[src/rtl/core/dtok_pkg.sv]
// Shared types, constants and codes of the delimiter tokenizer.
package dtok_pkg;

  // Line length and delimiter table geometry
  localparam int unsigned MaxLen     = 4096;
  localparam int unsigned DelimSlots = 8;
  localparam int unsigned PosW       = 13;
  localparam int unsigned CountW     = 4;
  localparam int unsigned CharsW     = 8 * DelimSlots;

  // Result queue geometry
  localparam int unsigned QDepth = 4;
  localparam int unsigned QPtrW  = $clog2(QDepth);
  localparam int unsigned QLvlW  = $clog2(QDepth + 1);
  localparam int unsigned MaxRes = 3;

  localparam logic [7:0] Blank = 8'h20;

  // Scan mode codes
  localparam logic [1:0] ModeIdle  = 2'd0;
  localparam logic [1:0] ModePlain = 2'd1;
  localparam logic [1:0] ModeMsg   = 2'd2;

  // Result kinds
  localparam logic [1:0] KindEnd   = 2'd0;
  localparam logic [1:0] KindPlain = 2'd1;
  localparam logic [1:0] KindDelim = 2'd2;
  localparam logic [1:0] KindMsg   = 2'd3;

  // Configuration register indexes
  localparam logic [1:0] RegTokChars = 2'd0;
  localparam logic [1:0] RegTokCount = 2'd1;
  localparam logic [1:0] RegMsgChars = 2'd2;
  localparam logic [1:0] RegMsgCount = 2'd3;

  typedef struct packed {
    logic [7:0] ch;
    logic       end_of_line;
  } in_t;

  typedef struct packed {
    logic [1:0]      token_kind;
    logic [PosW-1:0] first_pos;
    logic [PosW-1:0] last_pos;
    logic            run_last;
  } res_t;

  typedef struct packed {
    logic [CharsW-1:0] tok_chars;
    logic [CountW-1:0] tok_count;
    logic [CharsW-1:0] msg_chars;
    logic [CountW-1:0] msg_count;
  } cfg_t;

  typedef struct packed {
    logic [1:0]      mode;
    logic [PosW-1:0] char_pos;
    logic [PosW-1:0] token_start;
    logic [7:0]      open_delim;
  } scan_t;

endpackage

[src/rtl/core/dtok_step.sv]
// Per-character scan step: delimiter match, next scan state and up to three results.
module dtok_step (
  input  dtok_pkg::in_t                          in_i,
  input  dtok_pkg::cfg_t                         cfg_i,
  input  dtok_pkg::scan_t                        st_i,
  output dtok_pkg::scan_t                        st_o,
  output dtok_pkg::res_t [dtok_pkg::MaxRes-1:0]  res_o,
  output logic [dtok_pkg::MaxRes-1:0]            res_vld_o
);

  logic [dtok_pkg::PosW-1:0] prev;
  logic [dtok_pkg::PosW-1:0] p;
  logic                      tok_hit;
  logic                      msg_hit;
  logic                      is_blank;
  logic                      in_plain;

  // Slot i is live when the count exceeds i; counts above the slot total enable all
  always_comb begin
    tok_hit = 1'b0;
    msg_hit = 1'b0;
    for (int i = 0; i < dtok_pkg::DelimSlots; i++) begin
      if (cfg_i.tok_count > dtok_pkg::CountW'(i) &&
          cfg_i.tok_chars[8*i +: 8] == in_i.ch) begin
        tok_hit = 1'b1;
      end
      if (cfg_i.msg_count > dtok_pkg::CountW'(i) &&
          cfg_i.msg_chars[8*i +: 8] == in_i.ch) begin
        msg_hit = 1'b1;
      end
    end
  end

  assign prev     = st_i.char_pos;
  assign p        = (prev < dtok_pkg::PosW'(dtok_pkg::MaxLen)) ?
                    prev + dtok_pkg::PosW'(1) : dtok_pkg::PosW'(dtok_pkg::MaxLen);
  assign is_blank = (in_i.ch == dtok_pkg::Blank);
  assign in_plain = (st_i.mode == dtok_pkg::ModePlain);

  always_comb begin
    st_o          = st_i;
    st_o.char_pos = p;
    res_vld_o     = '0;
    res_o         = '0;

    // Slot 0: plain token closed by this character
    res_o[0].token_kind = dtok_pkg::KindPlain;
    res_o[0].first_pos  = st_i.token_start;
    res_o[0].last_pos   = prev;

    if (st_i.mode == dtok_pkg::ModeMsg) begin
      res_o[1].token_kind = dtok_pkg::KindMsg;
      res_o[1].first_pos  = st_i.token_start;
      if (in_i.ch == st_i.open_delim) begin
        res_vld_o[1]      = 1'b1;
        res_o[1].last_pos = prev;
        st_o.mode         = dtok_pkg::ModeIdle;
      end else begin
        res_vld_o[1]      = in_i.end_of_line;
        res_o[1].last_pos = p;
      end
    end else if (is_blank) begin
      res_vld_o[0] = in_plain;
      st_o.mode    = dtok_pkg::ModeIdle;
    end else if (tok_hit) begin
      res_vld_o[0]        = in_plain;
      res_vld_o[1]        = 1'b1;
      res_o[1].token_kind = dtok_pkg::KindDelim;
      res_o[1].first_pos  = p;
      res_o[1].last_pos   = p;
      st_o.mode           = dtok_pkg::ModeIdle;
    end else if (msg_hit) begin
      res_vld_o[0]        = in_plain;
      st_o.token_start    = p;
      st_o.open_delim     = in_i.ch;
      st_o.mode           = dtok_pkg::ModeMsg;
      res_vld_o[1]        = in_i.end_of_line;
      res_o[1].token_kind = dtok_pkg::KindMsg;
      res_o[1].first_pos  = p;
      res_o[1].last_pos   = p;
    end else begin
      if (st_i.mode == dtok_pkg::ModeIdle) begin
        st_o.token_start = p;
        st_o.mode        = dtok_pkg::ModePlain;
      end
      res_vld_o[1]        = in_i.end_of_line;
      res_o[1].token_kind = dtok_pkg::KindPlain;
      res_o[1].first_pos  = st_o.token_start;
      res_o[1].last_pos   = p;
    end

    // Line end: terminator last, then back to the reset state
    if (in_i.end_of_line) begin
      res_vld_o[2]        = 1'b1;
      res_o[2].token_kind = dtok_pkg::KindEnd;
      st_o                = '0;
      st_o.mode           = dtok_pkg::ModeIdle;
    end

    res_o[0].run_last = ~(res_vld_o[1] | res_vld_o[2]);
    res_o[1].run_last = ~res_vld_o[2];
    res_o[2].run_last = 1'b1;
  end

endmodule

[src/rtl/core/dtok_resq.sv]
// Result queue: up to three results in a cycle in order; one out a cycle if ready.
module dtok_resq (
  input  logic                                     clk_i,
  input  logic                                     rst_ni,
  input  dtok_pkg::res_t [dtok_pkg::MaxRes-1:0]    push_data_i,
  input  logic [dtok_pkg::MaxRes-1:0]              push_vld_i,
  output dtok_pkg::res_t                           out_data_o,
  output logic                                     out_valid_o,
  input  logic                                     out_ready_i,
  output logic [dtok_pkg::QLvlW-1:0]               level_o
);

  dtok_pkg::res_t                mem_q [dtok_pkg::QDepth];
  logic [dtok_pkg::QPtrW-1:0]    wptr_q, wptr_d;
  logic [dtok_pkg::QPtrW-1:0]    rptr_q, rptr_d;
  logic [dtok_pkg::QLvlW-1:0]    level_q, level_d;
  logic [dtok_pkg::QPtrW-1:0]    off [dtok_pkg::MaxRes];
  logic [dtok_pkg::QLvlW-1:0]    npush;
  logic                          pop;

  // Pack valid results densely: each goes after the valid ones before it
  always_comb begin
    npush = '0;
    for (int k = 0; k < dtok_pkg::MaxRes; k++) begin
      off[k] = npush[dtok_pkg::QPtrW-1:0];
      npush  = npush + dtok_pkg::QLvlW'(push_vld_i[k]);
    end
  end

  assign pop     = out_valid_o & out_ready_i;
  assign wptr_d  = wptr_q + npush[dtok_pkg::QPtrW-1:0];
  assign rptr_d  = rptr_q + dtok_pkg::QPtrW'(pop);
  assign level_d = level_q + npush - dtok_pkg::QLvlW'(pop);

  always_ff @(posedge clk_i or negedge rst_ni) begin
    if (!rst_ni) begin
      wptr_q  <= '0;
      rptr_q  <= '0;
      level_q <= '0;
    end else begin
      wptr_q  <= wptr_d;
      rptr_q  <= rptr_d;
      level_q <= level_d;
    end
  end

  always_ff @(posedge clk_i) begin
    for (int k = 0; k < dtok_pkg::MaxRes; k++) begin
      if (push_vld_i[k]) begin
        mem_q[wptr_q + off[k]] <= push_data_i[k];
      end
    end
  end

  assign out_valid_o = (level_q != '0);
  assign out_data_o  = mem_q[rptr_q];
  assign level_o     = level_q;

endmodule

[src/rtl/core/delimiter_tokenizer.sv]
// Top level of the delimiter tokenizer: configuration, scan state and result queue.
//
//   port group   dir   handshake                  content
//   in_*         in    in_valid_i / in_ready_o    ch, end_of_line
//   out_*        out   out_valid_o / out_ready_i  token_kind, first_pos, last_pos, run_last
//   cfg_*        in    cfg_we_i                   cfg_idx_i, cfg_data_i
//
// One character is taken per cycle while in_ready_o is high; the scan step works out
// its results in the same cycle, and they are registered into a four-entry result queue.
// A character may cause up to three results, which leave one per cycle while
// out_ready_i is high, so the input stalls whenever the queue holds more than one.
// in_ready_o is high while the queue holds at most one result (room for three).
// Reset clears the scan state, the configuration and the queue; no clearing pass.
module delimiter_tokenizer (
  input  logic                          clk_i,
  input  logic                          rst_ni,
  input  logic                          in_valid_i,
  output logic                          in_ready_o,
  input  dtok_pkg::in_t                 in_data_i,
  output logic                          out_valid_o,
  input  logic                          out_ready_i,
  output dtok_pkg::res_t                out_data_o,
  input  logic                          cfg_we_i,
  input  logic [1:0]                    cfg_idx_i,
  input  logic [dtok_pkg::CharsW-1:0]   cfg_data_i
);

  dtok_pkg::cfg_t                        cfg_q;
  dtok_pkg::scan_t                       scan_q, scan_d;
  dtok_pkg::res_t [dtok_pkg::MaxRes-1:0] step_res;
  logic [dtok_pkg::MaxRes-1:0]           step_vld;
  logic [dtok_pkg::MaxRes-1:0]           push_vld;
  logic [dtok_pkg::QLvlW-1:0]            level;
  logic                                  in_xfer;

  // Configuration writes: unknown indexes cannot occur with a two-bit index
  always_ff @(posedge clk_i or negedge rst_ni) begin
    if (!rst_ni) begin
      cfg_q <= '0;
    end else if (cfg_we_i) begin
      unique case (cfg_idx_i)
        dtok_pkg::RegTokChars: cfg_q.tok_chars <= cfg_data_i;
        dtok_pkg::RegTokCount: cfg_q.tok_count <= cfg_data_i[dtok_pkg::CountW-1:0];
        dtok_pkg::RegMsgChars: cfg_q.msg_chars <= cfg_data_i;
        dtok_pkg::RegMsgCount: cfg_q.msg_count <= cfg_data_i[dtok_pkg::CountW-1:0];
        default:               cfg_q           <= cfg_q;
      endcase
    end
  end

  // Accept a character only while the queue has room for a full burst
  assign in_ready_o = (level <= dtok_pkg::QLvlW'(dtok_pkg::QDepth - dtok_pkg::MaxRes));
  assign in_xfer    = in_valid_i & in_ready_o;

  dtok_step u_step (
    .in_i      (in_data_i),
    .cfg_i     (cfg_q),
    .st_i      (scan_q),
    .st_o      (scan_d),
    .res_o     (step_res),
    .res_vld_o (step_vld)
  );

  // Advance the scan state on each input transfer, hold it otherwise.
  // The all-zero reset value is the idle mode.
  always_ff @(posedge clk_i or negedge rst_ni) begin
    if (!rst_ni) begin
      scan_q <= '0;
    end else if (in_xfer) begin
      scan_q <= scan_d;
    end
  end

  // Drop the step's results unless the character is actually transferred
  assign push_vld = step_vld & {dtok_pkg::MaxRes{in_xfer}};

  dtok_resq u_resq (
    .clk_i       (clk_i),
    .rst_ni      (rst_ni),
    .push_data_i (step_res),
    .push_vld_i  (push_vld),
    .out_data_o  (out_data_o),
    .out_valid_o (out_valid_o),
    .out_ready_i (out_ready_i),
    .level_o     (level)
  );

  // Queue never overfills
  a_level_bound: assert property (@(posedge clk_i) disable iff (!rst_ni)
    level <= dtok_pkg::QLvlW'(dtok_pkg::QDepth))
    else $error("result queue level above depth");

  // Line end returns the scan state to idle at position zero
  a_eol_clears: assert property (@(posedge clk_i) disable iff (!rst_ni)
    (in_xfer && in_data_i.end_of_line) |=>
      (scan_q.mode == dtok_pkg::ModeIdle && scan_q.char_pos == '0))
    else $error("scan state not cleared after line end");

  // An open token never starts beyond the current position
  a_start_order: assert property (@(posedge clk_i) disable iff (!rst_ni)
    scan_q.token_start <= scan_q.char_pos)
    else $error("token start beyond current position");

  // Positions stay saturated
  a_pos_sat: assert property (@(posedge clk_i) disable iff (!rst_ni)
    scan_q.char_pos <= dtok_pkg::PosW'(dtok_pkg::MaxLen))
    else $error("character position above line limit");

endmodule

[config.mk]
export PLATFORM = sky130hd
export DESIGN_NAME = delimiter_tokenizer
export DESIGN_NICKNAME = d
export VERILOG_FILES = /design/src/rtl/core/dtok_pkg.sv /design/src/rtl/core/dtok_step.sv /design/src/rtl/core/dtok_resq.sv /design/src/rtl/core/delimiter_tokenizer.sv
export SDC_FILE = /design/constraint.sdc
export NUM_CORES = 1
export LEC_CHECK = 0
export ABC_AREA = 1
export BUFFER_PORTS_ARGS = -buffer_cell sky130_fd_sc_hd__buf_2
export CAP_MARGIN = 25
export CORE_ASPECT_RATIO = 0.9
export CORE_MARGIN = 5
export CORE_UTILIZATION = 66
export CTS_CLUSTER_SIZE = 10
export DETAILED_ROUTE_END_ITERATION = 8
export PLACE_DENSITY = 0.86
export SYNTH_ARGS = -nofsm -noshare
export SYNTH_HDL_FRONTEND = slang
export SYNTH_SLANG_ARGS = --single-unit
[constraint.sdc]
create_clock -name clk_i -period 5.2 [get_ports clk_i]
set_clock_uncertainty 0.2 [all_clocks]
set_input_delay 0.26 -clock clk_i [delete_from_list [all_inputs] [get_ports clk_i]]
set_output_delay 0.26 -clock clk_i [all_outputs]
set_load 0.01 [all_outputs]
==> flow_metrics.tcl <==
set metrics [dict create \
    setup_ws_ns 0.560 \
    cts.repair.resized 0 \
    finalCriticalPeriod_ns 4.64 \
    setup_tns_ns 0 \
    synth_seq_area_share 0.410 \
    dieHeight_um 160 \
    coreArea_sq_um 25000 \
    die_x_um 177 \
    leakagePower_nw 9.19 \
    irDropWorstVdd_mv 0.705 \
    wire_per_inst_um 19.4 \
    num_io_pins 111 \
    syn_avg_cell_area_sq_um 6.91 \
    grt_pass1_vias 16900 \
    crit_type "input pin to flop" \
    async_flop_share 0.607 \
    worstMarginPinSlew_ns 1.02 \
    slew_headroom 0.320 \
    drc 0 \
    rows 55 \
    hp-class "input pin to flop" \
    cts_buffers 35 \
    io_buffer_count 110 \
    power.total_mw 9.28 \
    start_util 0.664 \
    numClockSinks 295 \
    cts_tree "built" \
    rsz0062_at_grt "no" \
    arrival_ns 4.82 \
    area_delta_synth_final_pct 13.3 \
    status "finished clean" \
    grt.total_usage 0.387 \
    start_kind "input pin" \
    grt-ovfl-total 0 \
    critPathMaxFanout 24 \
    synth_cells 2400 \
    dp_slack_ns 0.534 \
    maxCapViolations 0 \
    finalNetCount 2606 \
    crit_path_end_kind "flop" \
    drt_iter0_drc 2406 \
    yosys.cell_types.count 40 \
    clk_path_buf_depth 3 \
    first_pass_iters 6 \
    worstSkewPairLatency_ns 0.51 \
    finalNonFillerCells 2861 \
    synth_top_flop_cell "dfrtp_1" \
    die_area_sq_um 28400 \
    ys.warnings.count 0 \
    dpl.hpwl_mm 37.0 \
    ys_seq_elements 295 \
    synth_edf_count 0 \
    cp.required_ns 5.38 \
    ys_top_cells_by_area "dfrtp_1, nand2_1, dfxtp_1" \
    yosysTopAreaCell "dfrtp_1" \
    nFillCells 1942 \
    synth_top_area_share 0.270 \
    diodes 0 \
    place_inst 2751 \
    place.gp.congestion 0.985 \
    synth_fp_nets 2493 \
    p_per_area_nw_per_um2 494 \
    vias_per_cell 6.14 \
    finalMaxSlewViolations 0 \
    routed_wl_mm 55.5 \
    syn-cell-area_sq_um 16600 \
    vias 17600 \
    min_period_over_period 0.892 \
    max_freq_mhz 216 \
    antenna_found_initial 0 \
    clockRootBuffer "clkbuf_16" \
    hold_viol 0 \
    grt_pass1_wl_mm 89.0 \
    setup_viol 0 \
    final_layout_size_suffix_gt1_frac 0.0885 \
    ant_nets 0 \
    htree_num_levels 2 \
    grt_max_degree 83 \
    clk_pin_slew_ns 0.05 \
]
kinds of logic (layout without fill, tap and decap cells):
logic type | Yosys count | count (layout) | synth area share
xor+xnor | 82 | 82 | 0.0433
fa+ha+maj | 13 | 13 | 0.0107
simple gates | 1160 | 1160 | 0.288
compound gates | 466 | 466 | 0.149
buf+inv | 384 | 503 | 0.0980
flops | 295 | 295 | 0.410
synth_stat cells, types with 4 or more instances:
library cell	instances
a21oi_1	74
buf_2	35
buf_4	21
buf_6	8
clkbuf_1	73
dfrtp_1	179
dfxtp_1	116
ha_1	11
inv_1	230
inv_2	13
nand2_1	689
nand3_1	176
nand4_1	27
nor2_1	221
nor2_2	4
nor3_1	21
nor3_2	4
o21ai_0	317
o21ai_1	7
o221ai_1	4
o22ai_1	47
o32ai_1	13
xnor2_1	62
xor2_1	20
worst paths after layout:
check	start	to	slack (ns)	cells past startpoint
worst max-delay path	in_data_i[5]	u_resq.mem_q[3][0]$_SDFFE_PP1P_	0.56	22
worst min-delay path	cfg_idx_i[0]	cfg_q[3]$_DFFE_PN0P_	0.03	3
worst max register to register	cfg_q[2]$_DFFE_PN0P_	u_resq.mem_q[3][0]$_SDFFE_PP1P_	0.70	20
worst min register to register	u_resq.mem_q[2][0]$_SDFFE_PP1P_	u_resq.mem_q[2][0]$_SDFFE_PP1P_	0.25	2
max in group asynchronous	rst_ni	cfg_q[83]$_DFFE_PN0P_	3.34	3
min in group asynchronous	rst_ni	cfg_q[113]$_DFFE_PN0P_	0.19	2
routing by layer:
layer  vias up  global-route usage  wire length (um)
met4         0               0.143              2260
met3       223              0.0960              7270
met1      8182               0.541             21700
li1       7920                   -                 -
met5         -                   0                 0
met2      1253               0.589             24200
timing repair:
| item | in CTS | in global routing |
|---|---|---|
| buffers inserted | 0 | 0 |
| endpoints found under the hold margin | 215 | 0 |
| hold buffers | 67 | 0 |
cells in the final DEF, fill, tap and decap left out, types with 35 or more instances in the layout:
cell type and n:
dlygate4sd3_1 67, a21oi_1 74, clkbuf_16 35, dfrtp_1 179, nand2_1 689, o21ai_0 317
xnor2_1 62, inv_1 230, dfxtp_1 116, nand3_1 174, buf_4 35, buf_2 111
o22ai_1 47, nor2_1 220
sequential cells by signal (all words and copies together) (netlist names):
register        cells
cfg_q             136
scan_q             36
u_resq.wptr_q       2
u_resq.level_o      3
u_resq.mem_q      116
u_resq.rptr_q       2
through the flow:
stage | utilization | hold WS (ns) | area [sq um]
final | 0.752 | 0.0329 | 18800
after global routing | 0.752 | 0.0432 | 18800
after CTS | 0.752 | 0.00142 | 18800
after detailed placement | 0.688 | 0.147 | 17200
after global placement | 0.688 | 0.135 | 17200
after floorplan | - | -0.236 | 16600
cell type report:
class | instances | area [sq um] | share of cell area
clock buffer | 42 | 912 | 0.0486
clock inverter | 1 | 8.76 | 0.000466
inverter | 245 | 920 | 0.0490
multi-input combinational | 1721 | 8190 | 0.436
sequential | 295 | 6800 | 0.362
tap | 342 | 428 | 0.0228
timing repair buffer | 215 | 1520 | 0.0809
report_power, final:
part | switching, mW | total (mW) | internal (mW) | leakage, nW
clock | 0.909 | 2.13 | 1.22 | 0.450
combinational | 2.32 | 3.59 | 1.27 | 5.52
sequential | 0.570 | 3.56 | 2.99 | 3.22
total | 3.80 | 9.28 | 5.48 | 9.19
critical path: stages:
cell and delay (ns):
dlygate4sd3_1 0.54, buf_2 0.33, buf_4 0.27, nand2_1 0.07, nand4_1 0.07, nor2_1 0.05
nand2_1 0.06, nand2_1 0.08, nor2_4 0.37, nand2_4 0.24, o21bai_4 0.28, inv_1 0.10
ha_1 0.33, inv_1 0.06, nor2_1 0.11, inv_1 0.06, nor2_2 0.50, inv_2 0.26
nand2_2 0.48, inv_1 0.12, nand2_1 0.09, nand3_1 0.07
Power figures use the tool's default switching activity.
